$ cat src/hw/rtl/hpe_pkg.sv
// hermite evaluator package: beat types, pipeline lane type, saturation helpers
// no dependencies; imported by every module of the evaluator
`timescale 1ns / 1ps
`default_nettype none

package hpe_pkg;

  // internal order width, covers every legal maximum order
  localparam int unsigned ORD_W = 5;

  localparam logic signed [63:0] VAL_MAX = 64'sh7FFF_FFFF_FFFF_FFFF;
  localparam logic signed [63:0] VAL_MIN = 64'sh8000_0000_0000_0000;

  // input beat
  typedef struct packed {
    logic [3:0]         order;
    logic signed [15:0] x_value;
  } hpe_in_t;

  // result beat
  typedef struct packed {
    logic signed [63:0] poly_value;
    logic signed [63:0] deriv_value;
    logic               overflow;
  } hpe_out_t;

  // recurrence state carried down the pipeline
  typedef struct packed {
    logic [ORD_W-1:0]   order;
    logic signed [15:0] x;
    logic signed [63:0] h_prev;
    logic signed [63:0] h_cur;
    logic               ovf;
  } hpe_lane_t;

  // saturation value for a given sign
  function automatic logic signed [63:0] sat_val(input logic neg);
    return neg ? VAL_MIN : VAL_MAX;
  endfunction

endpackage

`default_nettype wire

$ cat src/hw/rtl/hpe_step.sv
// one recurrence step h_next = 2x*h_cur - 2k*h_prev in three register stages
// depends on hpe_pkg
`timescale 1ns / 1ps
`default_nettype none

module hpe_step
  import hpe_pkg::*;
#(
  parameter int unsigned STEP_K      = 1,
  parameter int unsigned X_FRAC_BITS = 12
) (
  input  wire logic      clk_i,
  input  wire logic      rst_ni,
  input  wire logic      en_i,
  input  wire logic      vld_i,
  input  wire hpe_lane_t lane_i,
  output logic           vld_o,
  output hpe_lane_t      lane_o
);

  localparam int unsigned PROD_SH = X_FRAC_BITS - 1;
  localparam logic signed [7:0] TWO_K = 8'(2 * STEP_K);
  localparam logic [ORD_W-1:0] K_ORD = ORD_W'(STEP_K);

  // stage 1: partial products of x*h_cur and the 2k*h_prev product
  logic               vld1_q, act1_q;
  hpe_lane_t          lane1_q;
  logic signed [48:0] pp_lo_q;
  logic signed [47:0] pp_hi_q;
  logic signed [71:0] t2p_q;

  always_ff @(posedge clk_i or negedge rst_ni) begin
    if (!rst_ni) begin
      vld1_q <= 1'b0;
    end else if (en_i) begin
      vld1_q <= vld_i;
    end
  end

  always_ff @(posedge clk_i) begin
    if (en_i) begin
      lane1_q <= lane_i;
      act1_q  <= lane_i.order > K_ORD;
      pp_lo_q <= 49'($signed({1'b0, lane_i.h_cur[31:0]})) * 49'(lane_i.x);
      pp_hi_q <= 48'($signed(lane_i.h_cur[63:32])) * 48'(lane_i.x);
      t2p_q   <= 72'(lane_i.h_prev) * 72'(TWO_K);
    end
  end

  // stage 2: join partials, floor shift, saturate both terms
  logic signed [79:0] prod, prod_sh;
  logic               t1_fit, t2_fit;
  logic               vld2_q, act2_q, ovf2_q;
  hpe_lane_t          lane2_q;
  logic signed [63:0] t1_q, t2_q;

  always_comb begin
    prod    = (80'(pp_hi_q) <<< 32) + 80'(pp_lo_q);
    prod_sh = prod >>> PROD_SH;
    t1_fit  = (&prod_sh[79:63]) | ~(|prod_sh[79:63]);
    t2_fit  = (&t2p_q[71:63]) | ~(|t2p_q[71:63]);
  end

  always_ff @(posedge clk_i or negedge rst_ni) begin
    if (!rst_ni) begin
      vld2_q <= 1'b0;
    end else if (en_i) begin
      vld2_q <= vld1_q;
    end
  end

  always_ff @(posedge clk_i) begin
    if (en_i) begin
      lane2_q <= lane1_q;
      act2_q  <= act1_q;
      t1_q    <= t1_fit ? prod_sh[63:0] : sat_val(prod_sh[79]);
      t2_q    <= t2_fit ? t2p_q[63:0] : sat_val(t2p_q[71]);
      ovf2_q  <= ~t1_fit | ~t2_fit;
    end
  end

  // stage 3: saturating difference and shift of the recurrence window
  logic signed [63:0] diff, h_next;
  logic               sub_ovf;
  hpe_lane_t          lane3_d, lane3_q;
  logic               vld3_q;

  always_comb begin
    diff    = t1_q - t2_q;
    sub_ovf = (t1_q[63] != t2_q[63]) && (diff[63] != t1_q[63]);
    h_next  = sub_ovf ? sat_val(t1_q[63]) : diff;
    lane3_d = lane2_q;
    if (act2_q) begin
      lane3_d.h_prev = lane2_q.h_cur;
      lane3_d.h_cur  = h_next;
      lane3_d.ovf    = lane2_q.ovf | ovf2_q | sub_ovf;
    end
  end

  always_ff @(posedge clk_i or negedge rst_ni) begin
    if (!rst_ni) begin
      vld3_q <= 1'b0;
    end else if (en_i) begin
      vld3_q <= vld2_q;
    end
  end

  always_ff @(posedge clk_i) begin
    if (en_i) begin
      lane3_q <= lane3_d;
    end
  end

  assign vld_o  = vld3_q;
  assign lane_o = lane3_q;

endmodule

`default_nettype wire

$ cat config.mk
export PLATFORM = sky130hd
export DESIGN_NAME = hpe_step
export DESIGN_NICKNAME = d
export VERILOG_FILES = /design/src/hw/rtl/hpe_pkg.sv /design/src/hw/rtl/hpe_step.sv
export SDC_FILE = /design/constraint.sdc
export NUM_CORES = 2
export LEC_CHECK = 0
export ABC_AREA = 1
export BUFFER_PORTS_ARGS = -buffer_cell sky130_fd_sc_hd__buf_2
export CAP_MARGIN = 0
export CORE_AREA = 4 4 416 418
export CTS_CLUSTER_SIZE = 25
export DETAILED_ROUTE_END_ITERATION = 8
export DIE_AREA = 0 0 420 422
export PLACE_DENSITY = 0.56
export SYNTH_ARGS = -nofsm -noshare
export SYNTH_HDL_FRONTEND = slang
export SYNTH_SLANG_ARGS = --single-unit
$ cat constraint.sdc
create_clock -name clk_i -period 3.56 [get_ports clk_i]
set_clock_uncertainty 0.1 [all_clocks]
set_input_delay 0.356 -clock clk_i [delete_from_list [all_inputs] [get_ports clk_i]]
set_output_delay 0.356 -clock clk_i [all_outputs]
set_load 0.01 [all_outputs]
==> impl_metrics.ini <==
[floorplan]
die_area_um2 = 177000
fp.dieW_um = 420
die_h_um = 422
rows = 151
start_util_pct = 39.9
core_area_um2 = 169000
pin_count = 305

[layout]
fillCellCount = 15441
regArea_um2 = 20100
layout.nets = 10556
layout-drive-gt1-share_pct = 26.9
syn2layout_area_growth_pct = 32.6
multi_input_area_um2 = 43300

[placement]
io_buffer_count = 304
place.gp.congestion = 0.972
post-dp-hpwl_um = 186000

[synthesis]
yosysWarningCount = 0
yosysSeqAreaShare_pct = 29.8
synth_top_cell_by_area = edfxtp_1
async_flop_share_pct = 0.448
netlist_area_um2 = 67500
synthFlopType = edfxtp_1
yosysMostFrequentCell = nand2_1
postSynthAreaPerCell_um2 = 8.61
yosysTopAreaCellShare_pct = 29.7
netlist_top_cells_area = edfxtp_1 (30%), fa_1 (27%), nand2_1 (12%)
synth_nets = 9274
syn_inst = 7837
synth_edf_count = 667
yosys-top-cells-count = nand2_1 (2073), inv_1 (1960), fa_1 (906), edfxtp_1 (667), nor2_1 (449)
synth.distinct_cells = 49
synth_seq_cells = 670

[worst_setup_path]
critPathMaxFanout = 8
worstPathRequired_ns = 3.89
cp-start-kind = primary input
cp.arrival_ns = 5.80
path_class = primary input to flop
cp-startpoint = lane_i[135]
cp-end-kind = flop
r2r-start = t2_q[16]

[timing]
post-route-period-util_pct = 154
post-route-min-period_ns = 5.47
finalMaxSlewViolations = 0
hold_viol = 0
finalWorstSetupSlack_ns = -1.91
rsz0062_at_grt = true
timing.fmax_mhz = 183
worst_slew_pin_slew_ns = 0.844
setup_viol = 144
max_slew_margin_pct = 43.7
holdWs_ns = 0.0726

[clocking]
clkSinkCount = 670
clock_latency_ns = 0.75
cts-root-buf = clkbuf_16
max-clock-path-buffers = 3
tritoncts = done
clkSlewWorstSetupHoldPaths_ns = 0.05
numCtsBuffers = 81
htreeDepth = 3

[run_status]
violations = setup timing
outcome = complete, but fails checks

[routing]
drt_wl_total_um = 237000
dr.pass1.iters = 6
wl_per_cell_um = 20.8
antenna_left = 0
routed-via-count = 55649
vias_per_cell = 4.88
drt_iter0_drc = 3889
route.detailed.drc = 0

[grt]
grtUsageMet1_pct = 35.8
gr-total-overflow = 0
grt_pass1_wl_um = 352000
met2_usage_pct = 43.4
grt_use_met3_pct = 3.00
busiest_layer = met2
grt_pass1_vias = 58253
antenna_found_initial = 14
grt_max_degree = 78
track_usage_pct = 26.2

[hold_path]
hp-class = primary input to flop
hold_start = lane_i[4]

[run]
drv_cap = 0
## state kept, by name (all words and copies together) (netlist names)
register,count
act1_q,1
act2_q,1
lane1_q,150
lane2_q,150
lane_o,150
ovf2_q,1
pp_hi_q,48
pp_lo_q,38
t1_q,64
t2_q,64
vld1_q,1
vld2_q,1
vld_o,1
## kinds of logic (layout without fill, tap and decap cells)
logic type                 count (synthesis)  count (layout)  share of synthesized area (%)
other                                      0              11                              0
xor gates and xnor gates                 131             131                           1.70
DFF                                      670             670                           29.8
and+or+nand+nor                         2841            2841                           16.7
AOI/OAI and AO/OA                        656             656                           5.33
adders and majority gates               1283            1283                           33.9
muxes                                      1               1                         0.0167
buffers and inverters                   2255            3603                           12.6
## worst max-delay path, cell delays in order
cell and delay [ns]:
buf_8 0.10, buf_16 0.16, buf_12 0.17, buf_12 0.14
nand2_4 0.05, inv_2 0.03, fa_1 0.48, inv_1 0.05
fa_1 0.48, fa_2 0.57, inv_2 0.04, fa_2 0.46
fa_1 0.50, inv_2 0.04, fa_1 0.52, inv_2 0.05
ha_4 0.33, buf_6 0.13, nand2_8 0.06, nor2_4 0.14
nand2_1 0.11, nor2_1 0.11, buf_4 0.13, nand3_2 0.09
nand4_1 0.13, buf_6 0.13, a21oi_2 0.06, xor2_1 0.14
## through the flow
step / area [µm²] / setup slack, ns / instances / TNS (ns) / util, %
floorplan: 70700 / -1.92 / 7837 / -126.65 / -
global placement: 80000 / -3.03 / 10993 / -234.56 / 47.3
detailed placement: 80000 / -3.06 / 10993 / -236.20 / 47.3
CTS: 86600 / -1.85 / 11331 / -154.86 / 51.2
global route: 89500 / -2.03 / 11411 / -171.95 / 52.9
finish: 89500 / -1.91 / 11414 / -149.50 / 52.9
## final timing paths
path                                     to  slack (ns)  cells after the start
worst max-delay path            pp_hi_q[46]       -1.91                     28
worst min register to register  lane2_q[61]        0.27                      0
worst min-delay path             lane1_q[4]        0.07                      2
worst max register to register   lane_o[28]       -0.44                     20
min in group asynchronous            vld2_q        0.41                      3
max in group asynchronous            vld1_q        2.81                      3
## per-layer routing
layer / wire length, µm / vias to the layer above
met3: 13400 / 361
li1: - / 26165
met5: 17 / -
met4: 9760 / 2
met1: 101000 / 27491
met2: 112000 / 1630
## cells in the final DEF, fill, tap and decap left out, types with 31 or more instances in the layout
cell	count
nand2_1	1910
inv_1	1777
buf_4	853
fa_1	818
edfxtp_1	667
nor2_1	338
ha_1	293
buf_2	286
a21oi_1	196
inv_2	183
nand3_1	138
o21ai_0	128
nand2_2	109
buf_6	98
dlygate4sd3_1	96
clkbuf_16	95
buf_12	93
fa_2	88
a21oi_2	86
ha_4	78
nor2_4	63
xor2_1	63
nor2_2	57
nand2_4	50
xnor2_1	43
nand4_1	36
a21oi_4	36
o21ai_2	33
or2_2	31
## area by class of cell
cell class | count | area share, %
timing repair buffer | 1487 | 14.7
inverter | 1967 | 8.28
clock buffer | 96 | 2.35
sequential | 670 | 22.5
tap | 2218 | 3.10
multi-input combinational | 4912 | 48.4
antenna | 11 | 0.0308
clock inverter | 53 | 0.723
## timing repair
| item | in CTS | in global routing |
|---|---|---|
| resized for setup | 517 | 560 |
| pin swaps | 242 | 306 |
| hold endpoints to repair | 98 | 0 |
| buffers inserted | 92 | 72 |
| gates cloned | 9 | 14 |
| endpoints found under the setup margin | 143 | 170 |
| hold buffers | 96 | 0 |
Power is left out: the tool's default activity adds up to more than one toggle a clock period on the data nets, which glitch-free logic cannot reach.
