===== src/hw/rtl/hpe_pkg.sv =====
// hermite evaluator package: beat types, pipeline lane type, saturation helpers
// no dependencies; imported by every module of the evaluator
`timescale 1ns / 1ps
`default_nettype none

package hpe_pkg;

  // internal order width, covers every legal maximum order
  localparam int unsigned ORD_W = 5;

  localparam logic signed [63:0] VAL_MAX = 64'sh7FFF_FFFF_FFFF_FFFF;
  localparam logic signed [63:0] VAL_MIN = 64'sh8000_0000_0000_0000;

  // input beat
  typedef struct packed {
    logic [3:0]         order;
    logic signed [15:0] x_value;
  } hpe_in_t;

  // result beat
  typedef struct packed {
    logic signed [63:0] poly_value;
    logic signed [63:0] deriv_value;
    logic               overflow;
  } hpe_out_t;

  // recurrence state carried down the pipeline
  typedef struct packed {
    logic [ORD_W-1:0]   order;
    logic signed [15:0] x;
    logic signed [63:0] h_prev;
    logic signed [63:0] h_cur;
    logic               ovf;
  } hpe_lane_t;

  // saturation value for a given sign
  function automatic logic signed [63:0] sat_val(input logic neg);
    return neg ? VAL_MIN : VAL_MAX;
  endfunction

endpackage

`default_nettype wire


===== src/hw/rtl/hpe_deriv.sv =====
// derivative 2n*h_prev and result selection in two register stages
// depends on hpe_pkg
`timescale 1ns / 1ps
`default_nettype none

module hpe_deriv
  import hpe_pkg::*;
(
  input  wire logic      clk_i,
  input  wire logic      rst_ni,
  input  wire logic      en_i,
  input  wire logic      vld_i,
  input  wire hpe_lane_t lane_i,
  output logic           vld_o,
  output hpe_out_t       res_o
);

  // stage 1: derivative product, pick the polynomial value
  logic               vld1_q, zero1_q, ovf1_q;
  logic signed [63:0] poly1_q;
  logic signed [71:0] dprod_q;
  logic               zero_ord;

  assign zero_ord = lane_i.order == '0;

  always_ff @(posedge clk_i or negedge rst_ni) begin
    if (!rst_ni) begin
      vld1_q <= 1'b0;
    end else if (en_i) begin
      vld1_q <= vld_i;
    end
  end

  always_ff @(posedge clk_i) begin
    if (en_i) begin
      zero1_q <= zero_ord;
      ovf1_q  <= lane_i.ovf;
      poly1_q <= zero_ord ? lane_i.h_prev : lane_i.h_cur;
      dprod_q <= 72'(lane_i.h_prev) * 72'($signed({2'b00, lane_i.order, 1'b0}));
    end
  end

  // stage 2: saturate the derivative, order zero gives a zero derivative
  logic     d_fit;
  logic     vld2_q;
  hpe_out_t res2_d, res2_q;

  always_comb begin
    d_fit              = (&dprod_q[71:63]) | ~(|dprod_q[71:63]);
    res2_d.poly_value  = poly1_q;
    res2_d.deriv_value = zero1_q ? 64'sd0 :
                         (d_fit ? dprod_q[63:0] : sat_val(dprod_q[71]));
    res2_d.overflow    = ovf1_q | (~zero1_q & ~d_fit);
  end

  always_ff @(posedge clk_i or negedge rst_ni) begin
    if (!rst_ni) begin
      vld2_q <= 1'b0;
    end else if (en_i) begin
      vld2_q <= vld1_q;
    end
  end

  always_ff @(posedge clk_i) begin
    if (en_i) begin
      res2_q <= res2_d;
    end
  end

  assign vld_o = vld2_q;
  assign res_o = res2_q;

endmodule

`default_nettype wire


===== config.mk =====
export PLATFORM = sky130hd
export DESIGN_NAME = hpe_deriv
export DESIGN_NICKNAME = d
export VERILOG_FILES = /design/src/hw/rtl/hpe_pkg.sv /design/src/hw/rtl/hpe_deriv.sv
export SDC_FILE = /design/constraint.sdc
export NUM_CORES = 1
export LEC_CHECK = 0
export BUFFER_PORTS_ARGS = -buffer_cell sky130_fd_sc_hd__buf_2
export CORE_AREA = 2 2 201 203
export DETAILED_ROUTE_END_ITERATION = 7
export DIE_AREA = 0 0 203 205
export PLACE_DENSITY = 0.79
export SLEW_MARGIN = 40
export SYNTH_ARGS = -nofsm -noshare
export SYNTH_HDL_FRONTEND = slang
export SYNTH_SLANG_ARGS = --single-unit

===== constraint.sdc =====
create_clock -name clk_i -period 5.4 [get_ports clk_i]
set_input_delay 0.27 -clock clk_i [delete_from_list [all_inputs] [get_ports clk_i]]
set_output_delay 0.27 -clock clk_i [all_outputs]
set_load 0.1 [all_outputs]

==> results of run 1 <==
cell type report:
class	instances	share of cell area, %
multi-input combinational	1299	47.7
sequential	267	31.8
timing repair buffer	383	9.49
inverter	316	4.72
clock buffer	36	2.99
tap	525	2.61
clock inverter	17	0.682
state kept, by name, indices dropped and copies added, names as in the netlist:
name,count
res_o,129
ovf1_q,1
zero1_q,1
dprod_q,70
poly1_q,64
vld1_q,1
vld_o,1
worst min-delay path by stage:
stage / to / slack [ps] / startpoint / cells past startpoint
after floorplan: vld1_q$_DFFE_PN0P_ / -30 / rst_ni / 0
after global placement: vld1_q$_DFFE_PN0P_ / 50 / rst_ni / 1
after detailed placement: vld_o$_DFFE_PN0P_ / 60 / rst_ni / 1
after CTS: poly1_q[55]$_DFFE_PP_ / 0.6 / lane_i[56] / 2
after global routing: poly1_q[48]$_DFFE_PP_ / 4 / lane_i[49] / 2
final: poly1_q[55]$_DFFE_PP_ / 9 / lane_i[56] / 2
stage by stage:
step	hold WS [ps]	area [µm²]
after global routing	3.76	25100
after floorplan	-25.6	21500
after detailed placement	58.6	23700
final	8.89	25100
after global placement	53.9	23700
after CTS	0.562	25100
what timing repair did:
item	in CTS	in global routing
endpoints found under the hold margin	56	0
resized for setup	0	0
hold buffers	55	0
metal layers:
layer / up-vias / GRT usage (%)
met5: - / 0
met4: 0 / 5.06
met3: 55 / 2.94
li1: 7179 / -
met2: 463 / 37.4
met1: 7396 / 35.3
worst max-delay path, cell delays in order:
cell and delay [ps]:
buf_2 420, buf_4 290, and2_1 170, fa_1 460
fa_1 560, inv_1 50, fa_1 480, inv_1 40
ha_1 280, nand2_1 90, nor4_1 520, o21ai_0 190
a31o_2 260, a21oi_1 360, nand2_1 130, o21ba_2 260
o31ai_1 400, xor2_1 120
cells in the final DEF (no fill, tap or decap), types with 4 or more instances in the layout:
cell type | netlist | routed
nor2_1 | 52 | 50
nor3_1 | 15 | 15
a21boi_0 | 4 | 4
nor2b_1 | 10 | 10
clkbuf_16 | 0 | 29
or3_1 | 6 | 6
o21bai_1 | 13 | 13
buf_2 | 3 | 266
a21oi_1 | 77 | 77
buf_4 | 0 | 58
and3_1 | 9 | 9
o21ai_0 | 45 | 45
fa_1 | 193 | 193
clkinv_1 | 0 | 6
nand2_1 | 63 | 63
clkinv_2 | 0 | 6
and2_1 | 322 | 322
edfxtp_1 | 265 | 265
a31oi_1 | 12 | 12
and4_1 | 4 | 4
ha_1 | 137 | 137
xor2_1 | 24 | 24
clkbuf_1 | 75 | 7
dlygate4sd3_1 | 0 | 55
nand3_1 | 13 | 13
nand4_1 | 25 | 25
nor4_1 | 8 | 8
o21a_1 | 8 | 8
a21o_1 | 98 | 98
nand2b_1 | 7 | 7
mux2_2 | 66 | 66
inv_1 | 316 | 316
a211oi_1 | 5 | 5
xnor2_1 | 42 | 42
cell families after synthesis:
logic type               count (synthesis)  synth area share [%]
AO/OA/AOI/OAI                          292                  9.07
XOR/XNOR                                66                  2.69
adder cells (fa/ha/maj)                330                  26.0
buffers and inverters                  398                  6.98
flip-flops                             267                  37.3
multiplexers                            66                  3.46
AND/OR/NAND/NOR                        545                  14.5
report_power, final:
part,internal [mW],switching (mW)
clock,1.13,0.816
combinational,1.78,3.34
sequential,2.94,0.144
==> results.toml, run 1 <==
[outcome]
status = "finished clean"

[clock_network]
cts_buffer_depth = 3
cts-root-buf = "clkbuf_16"
post_cts_buffers = 0
cts_buffers = 29
htree_levels = 1
clkLatencyLatePin_ps = 580
cts_tree = "yes"
clk_transition_reported_paths_ps = 60
cts_sinks = 267

[floorplanning]
die_w_um = 203
die_h_um = 205
initial_core_util_pct = 54.5
core_area_um2 = 39400
num_rows = 73
ios = 284
die_area_um2 = 41600

[grt]
grt_antenna_before_repair = 1
grt_pass1_wl_mm = 79.9
grt_max_degree = 108
grt_overflow = 0
grt_usage_pct = 23.7
grt_pass1_vias = 15700

[timing]
final-setup-viol-count = 0
hold_viol = 0
maxSlewHeadroom_pct = 46.3
setup_tns_ps = 0
worst_slew_pin_slew_ps = 805
rsz0062_at_grt = "no"
timing.final.crit_share_pct = 93.2
clock_skew_ps = 21.2
period_minus_slack_ps = 5030
maxSlewViolCount = 0
fin_ws_ps = 366
fmax_mhz = 199

[worst_setup_path]
worstPathArrival_ps = 5340
crit_start = "lane_i[146]"
path_class = "primary input to flop"
crit_path_end_kind = "flop"
start_kind = "primary input"
path_max_fanout = 29
r2r_start = "dprod_q[70]$_DFFE_PP_"
required_ps = 5700
r2r_end = "res_o[24]$_SDFFCE_PP0P_"
reg2reg_depth = 6
crit_path_end = "dprod_q[67]$_DFFE_PP_"
ff2ff_setup_slack_ps = 3280

[final_layout]
fin_util_pct = 63.9
stdcell_count = 2843
area.sequential_um2 = 8010
multi_input_area_um2 = 12000
fillers = 3083
final_nets = 2780
diodes = 0
drive_gt1_share_pct = 19.3
syn2layout_area_growth_pct = 17.1

[yosys]
ys_seq_area_share_pct = 37.3
synth_edf_count = 265
synth_commonest_cells = "and2_1, inv_1, edfxtp_1, fa_1, ha_1"
synthTopCellsByArea = "edfxtp_1, fa_1, and2_1, ha_1, inv_1"
synth_top_area_cell = "edfxtp_1"
ys.flop_type = "edfxtp_1"
synthArstFlopShare_pct = 0.749
synth_top_area_share_pct = 37.1
synth_fp_nets = 2448
synth_area_um2 = 21500
synth_most_common_cell = "and2_1"
ys_ff_latch = 267
synth_area_per_cell_um2 = 10.9
synth_cell_types = 62
postSynthCellCount = 1964
yosysWarningCount = 0

[pwr]
power.density_nw_per_um2 = 404
power.total_mw = 10.2
irDropWorstVdd_mv = 0.306
p_leak_nw = 11.9

[route]
drt_pass1_iterations = 6
top_layer = "met4"
via_count = 15100
wl_per_cell_um = 17.1
drtIter0Drc = 870
wl_met3_mm = 2.84
dr_wl_met2_mm = 22.2
wl_met1_mm = 22.8
ant_nets = 0
avgViaCountPerCell = 5.31
wl_mm = 48.6
post-route-drc-count = 0

[min_path]
hold_path_class = "primary input to flop"

[placed_design]
port_buffers = 267
gp_congestion = 0.918
place_hpwl_mm = 37.4
preCtsSetupSlack_ps = -104
dp.cells = 2735

[job]
maxCapViolCount = 0
Power figures use the tool's default switching activity.
==> inputs of run 2 (changes only) <==
--- a/config.mk
+++ b/config.mk
@@ -5,11 +5,13 @@
 export SDC_FILE = /design/constraint.sdc
 export NUM_CORES = 1
 export LEC_CHECK = 0
+export ABC_AREA = 1
 export BUFFER_PORTS_ARGS = -buffer_cell sky130_fd_sc_hd__buf_2
-export CORE_AREA = 2 2 201 203
+export CAP_MARGIN = 20
+export CORE_AREA = 2 2 211 213
 export DETAILED_ROUTE_END_ITERATION = 7
-export DIE_AREA = 0 0 203 205
-export PLACE_DENSITY = 0.79
+export DIE_AREA = 0 0 213 215
+export PLACE_DENSITY = 0.78
 export SLEW_MARGIN = 40
 export SYNTH_ARGS = -nofsm -noshare
 export SYNTH_HDL_FRONTEND = slang
==> results.toml, run 2 <==
[outcome]
status = "finished clean"

[min_path]
hold_path_class = "primary input to flop"
hp-start = "lane_i[25]"
min_to = "poly1_q[24]$_DFFE_PP_"
whs_path_depth = 3

[yosys]
synth_area_um2 = 23700
synth_commonest_cells = "nand2_1, inv_1, edfxtp_1, fa_1, a21oi_1"
synth_fp_nets = 3562
muxShareOfSynthArea_pct = 0
synth_compound_gate_area_share_pct = 4.39
synth_edf_count = 265
ys_seq_area_share_pct = 33.8
synth_top_area_cell = "edfxtp_1"
synthTopCellsByArea = "edfxtp_1, fa_1, nand2_1, inv_1, ha_1"
synth-xor-area-share_pct = 1.48
synth_top_family_by_area = "adder cells"
synth_area_per_cell_um2 = 7.70
yosysWarningCount = 0
ys.flop_type = "edfxtp_1"
synth_top_area_share_pct = 33.6
synth_most_common_cell = "nand2_1"
synth_fa_ha_area_share_pct = 23.5
synth_cell_types = 32
synthSimpleGateAreaFrac_pct = 21.6
postSynthCellCount = 3078
ys_ff_latch = 267
synthArstFlopShare_pct = 0.749

[floorplanning]
initial_core_util_pct = 54.3
die_area_um2 = 45800
die_h_um = 215
die_w_um = 213
ios = 284
core_area_um2 = 43600
num_rows = 77

[worst_setup_path]
path_max_fanout = 26
start_kind = "primary input"
reg2reg_depth = 7
worstPathArrival_ps = 4400
crit_slowest_cell = "fa_1"
path_buf_inv = 6
ff2ff_setup_slack_ps = 2680
crit_path_end_kind = "flop"
worst_path_largest_cell_delay_ps = 550
crit_path_cell_trace = "buf_2 > buf_4 > nand2_1 > inv_1 > fa_1 > fa_1 > inv_1 > fa_1 > inv_1 > ha_1 > nand2_1 > inv_1 > nand2_1 > nand2_1 > nand3_1 > nand2_1 > nand2_1 > nand2_1 > nand2_1 > nand3_1 > nand2_1"
cp_top_family = "adder cells"
r2r_start = "dprod_q[70]$_DFFE_PP_"
path_class = "primary input to flop"
r2r_end = "res_o[27]$_SDFFCE_PP0P_"
cp_common_cell = "nand2_1"
required_ps = 5690

[timing]
timing.final.crit_share_pct = 76.0
maxSlewHeadroom_pct = 49.2
period_minus_slack_ps = 4100
fin_ws_ps = 1300
clock_skew_ps = 21.9
final-setup-viol-count = 0
fmax_mhz = 244
hold_slack_ps = 22.3
hold_viol = 0
worst_slew_pin_slew_ps = 762
setup_tns_ps = 0
maxSlewViolCount = 0
rsz0062_at_grt = "no"

[job]
maxCapViolCount = 0

[clock_network]
cts_buffers = 28
cts_buffer_depth = 3
cts_sinks = 267
cts_tree = "yes"
htree_levels = 1
post_cts_resized = 0
cts-root-buf = "clkbuf_16"
clk_transition_reported_paths_ps = 60
clkLatencyLatePin_ps = 570

[route]
drtIter0Drc = 1408
drt_pass1_iterations = 5
avgViaCountPerCell = 4.82
post-route-drc-count = 0
wl_per_cell_um = 14.0
ant_nets = 0
via_count = 19300
wl_mm = 56.2

[placed_design]
gp_congestion = 0.983
place_hpwl_mm = 44.3
port_buffers = 267
preCtsSetupSlack_ps = 759

[grt]
grt_max_degree = 122
top_usage_layer = "met2"
grtUsageMet2_pct = 45.9
grt_antenna_before_repair = 0
grt_pass1_wl_mm = 92.5
grt_overflow = 0
grtUsageMet1_pct = 29.5
grt_use_met3_pct = 3.20
grt_usage_pct = 25.2
grt_pass1_vias = 19400

[final_layout]
drive_gt1_share_pct = 11.7
mostFrequentLayoutCells = "nand2_1, inv_1, buf_2"
final_common_cell = "nand2_1"
largest_register_ffs = 129
syn2layout_area_growth_pct = 15.4
final_nets = 3882
fin_util_pct = 62.7
fillers = 3850

[pwr]
power.total_mw = 10.4
irDropWorstVdd_mv = 0.277
power.density_nw_per_um2 = 380
p_leak_nw = 15.8
-- run 2: cell types whose count changed in the layout (fill, tap and decap cells not counted), sizes merged, moves of 21 or more --
cell,delta
nand2,+986
inv,+570
and2,-322
a21o,-97
nor2,+89
a21oi,+70
mux2,-66
nand3,+50
xnor2,-40
buf,-35
nand4,-21
-- run 2: area by class of cell --
class / instances / area (µm²) / share of cell area (%)
tap: 592 / 741 / 2.71
clock buffer: 32 / 737 / 2.69
multi-input combinational: 1855 / 12100 / 44.3
inverter: 888 / 3340 / 12.2
antenna: 1 / 2.50 / 0.00915
timing repair buffer: 358 / 2240 / 8.20
sequential: 267 / 8010 / 29.3
clock inverter: 20 / 181 / 0.663
-- run 2: power breakdown --
group / switching [mW] / total (mW) / internal [mW]
Combinational: 3.90 / 5.42 / 1.52
Clock: 0.809 / 1.93 / 1.12
Sequential: 0.123 / 3.04 / 2.92
Total: 4.83 / 10.4 / 5.56
-- run 2: cell families after synthesis --
logic type      Yosys count
compound gates          200
xor+xnor                 40
fa+ha+maj               330
buf+inv                 956
flops                   267
simple gates           1285
-- run 2: repair_timing --
item | in CTS | in global routing
hold endpoints to repair | 65 | 0
hold buffers | 65 | 0
setup buffers | 0 | 0
-- run 2: worst max-delay path by stage --
stage	start	endpoint	cells after the start
floorplan	lane_i[146]	dprod_q[64]$_DFFE_PP_	22
global placement	lane_i[146]	dprod_q[49]$_DFFE_PP_	21
detailed placement	lane_i[146]	dprod_q[49]$_DFFE_PP_	21
CTS	lane_i[146]	dprod_q[49]$_DFFE_PP_	21
global route	lane_i[146]	dprod_q[65]$_DFFE_PP_	21
finish	lane_i[146]	dprod_q[49]$_DFFE_PP_	21
-- run 2: worst reg2reg max path, cell delays in order (launching register included) --
cell and delay (ps):
edfxtp_1 430, nor4_1 320, nand2_1 140, o21ai_4 70, buf_4 540, nor2_1 160, inv_4 510, a21oi_1 220
-- run 2: per-layer routing --
layer | up-vias | wire length (µm)
li1 | 9707 | -
met1 | 8929 | 22500
met2 | 542 | 28100
met3 | 145 | 2800
met4 | 0 | 2760
met5 | - | 0
-- run 2: through the flow --
step / std cells / cell area, µm²
6_report: 4013 / 27400
5_1_grt: 4012 / 27400
4_1_cts: 4012 / 27400
3_5_place_dp: 3895 / 25800
3_3_place_gp: 3895 / 25800
2_1_floorplan: 3078 / 23700
==> inputs of run 3 (changes only) <==
--- a/config.mk
+++ b/config.mk
@@ -11,7 +11,7 @@
 export CORE_AREA = 2 2 211 213
 export DETAILED_ROUTE_END_ITERATION = 7
 export DIE_AREA = 0 0 213 215
-export PLACE_DENSITY = 0.78
+export PLACE_DENSITY = 0.81
 export SLEW_MARGIN = 40
 export SYNTH_ARGS = -nofsm -noshare
 export SYNTH_HDL_FRONTEND = slang
==> constraint.sdc (replaced) <==
create_clock -name clk_i -period 3.5 [get_ports clk_i]
set_input_delay 0.175 -clock clk_i [delete_from_list [all_inputs] [get_ports clk_i]]
set_output_delay 0.175 -clock clk_i [all_outputs]
set_load 0.1 [all_outputs]
==> results.toml, run 3 (same netlist as run 2, synthesis figures left out) <==
[outcome]
status = "finished clean"

[clock_network]
cts_tree = "yes"
clk_transition_reported_paths_ps = 60
cts_sinks = 267
clkLatencyLatePin_ps = 600
cts-root-buf = "clkbuf_16"
cts_buffer_depth = 3
cts_buffers = 30
htree_levels = 1

[grt]
grt_overflow = 0
grt_antenna_before_repair = 0
grt_pass1_wl_mm = 104
grt_max_degree = 107
grt_pass1_vias = 21700
grt_usage_pct = 28.5

[final_layout]
diodes = 0
mostFrequentLayoutCells = "nand2_1, inv_1, buf_4"
stdcell_count = 4320
largest_register_ffs = 129
final_common_cell = "nand2_1"
drive_gt1_share_pct = 23.6
final_nets = 4190
syn2layout_area_growth_pct = 32.2
fin_util_pct = 71.8

[worst_setup_path]
path_class = "primary input to flop"
required_ps = 3850
path_max_fanout = 20
crit_path_end_kind = "flop"
worstPathArrival_ps = 3800
start_kind = "primary input"

[timing]
final-setup-viol-count = 0
maxSlewViolCount = 0
rsz0062_at_grt = "yes"
worst_slew_pin_slew_ps = 729
clock_skew_ps = 32.4
timing.final.crit_share_pct = 98.6
hold_viol = 0
period_minus_slack_ps = 3450
maxSlewHeadroom_pct = 51.4
fin_ws_ps = 47.9
fmax_mhz = 290

[placed_design]
preCtsSetupSlack_ps = -587
dp.cells = 4155
port_buffers = 267
place_hpwl_mm = 49.3
gp_congestion = 1.01

[pwr]
p_leak_nw = 17.5
irDropWorstVdd_mv = 0.462
power.total_mw = 19.2
power.density_nw_per_um2 = 612

[min_path]
hold_path_class = "primary input to flop"

[job]
maxCapViolCount = 0

[floorplanning]
initial_core_util_pct = 54.3
num_rows = 77
die_h_um = 215
die_w_um = 213
ios = 284
die_area_um2 = 45800
core_area_um2 = 43600

[route]
wl_per_cell_um = 15.6
avgViaCountPerCell = 4.92
drtIter0Drc = 1672
post-route-drc-count = 0
drt_pass1_iterations = 6
via_count = 21300
ant_nets = 0
wl_mm = 67.5
## run 3: changes by cell type in the layout (fill, tap and decap cells not counted), sizes merged, moves of 2 or more
cell,change
inv,+4
clkinv,-2
clkbuf,+10
dlygate4sd3,+35
buf,+262
## run 3: layer usage
| metal | global-route usage, % | wire (µm) |
|---|---|---|
| met5 | 0 | 0 |
| met4 | 14.4 | 4140 |
| met3 | 3.21 | 3560 |
| met2 | 53.4 | 34600 |
| met1 | 31.5 | 25200 |
## run 3: cell type report
type                       instances  area, µm²
clock buffer                      33        783
clock inverter                    21        170
fill                            3233      12300
inverter                         888       3330
multi-input combinational       1855      13400
sequential                       267       8010
tap                              592        741
timing repair buffer             664       4900
## run 3: report_power, final
group	switching (mW)	total, mW	internal (mW)
Sequential	0.246	4.75	4.50
Combinational	7.01	11.3	4.31
Clock	1.34	3.10	1.76
Total	8.59	19.2	10.6
## run 3: path summary, 6_finish.rpt
check / from / end / slack [ps] / cells past startpoint
setup / recovery: lane_i[147] / dprod_q[44]$_DFFE_PP_ / 50 / 21
setup reg to reg: dprod_q[70]$_DFFE_PP_ / res_o[28]$_SDFFCE_PP0P_ / 1100 / 7
hold reg to reg: poly1_q[1]$_DFFE_PP_ / res_o[66]$_DFFE_PP_ / 420 / 0
hold / removal: lane_i[87] / poly1_q[22]$_DFFE_PP_ / 20 / 3
min in group asynchronous: rst_ni / vld_o$_DFFE_PN0P_ / 480 / 3
max in group asynchronous: rst_ni / vld1_q$_DFFE_PN0P_ / 2900 / 3
## run 3: what timing repair did
item	4_1_cts	5_1_grt
setup buffers	0	1
hold buffers	100	0
gates resized for setup	0	114
setup endpoints to repair	0	50
endpoints found under the hold margin	96	0
## run 3: stage by stage
step                      TNS, ps  instance area [µm²]  hold WS, ps
after floorplan             -85.6                24900         -121
after global placement     -23280                28700        -37.2
after detailed placement   -25980                28700        -35.6
after CTS                       0                30700         3.35
after global routing         -539                31300         19.1
final                           0                31300         15.7
## run 3: critical path, cell delays in order
cell	delay [ps]
buf_6	130
clkbuf_16	200
nand2_1	90
inv_1	60
fa_1	520
fa_1	550
inv_1	50
fa_1	470
inv_1	60
ha_4	300
nand2_1	60
inv_2	80
buf_4	100
nand2_1	50
inv_1	100
nand2_2	110
nor2_1	190
nand3_1	150
nand3_1	130
xor2_1	70
buf_4	140
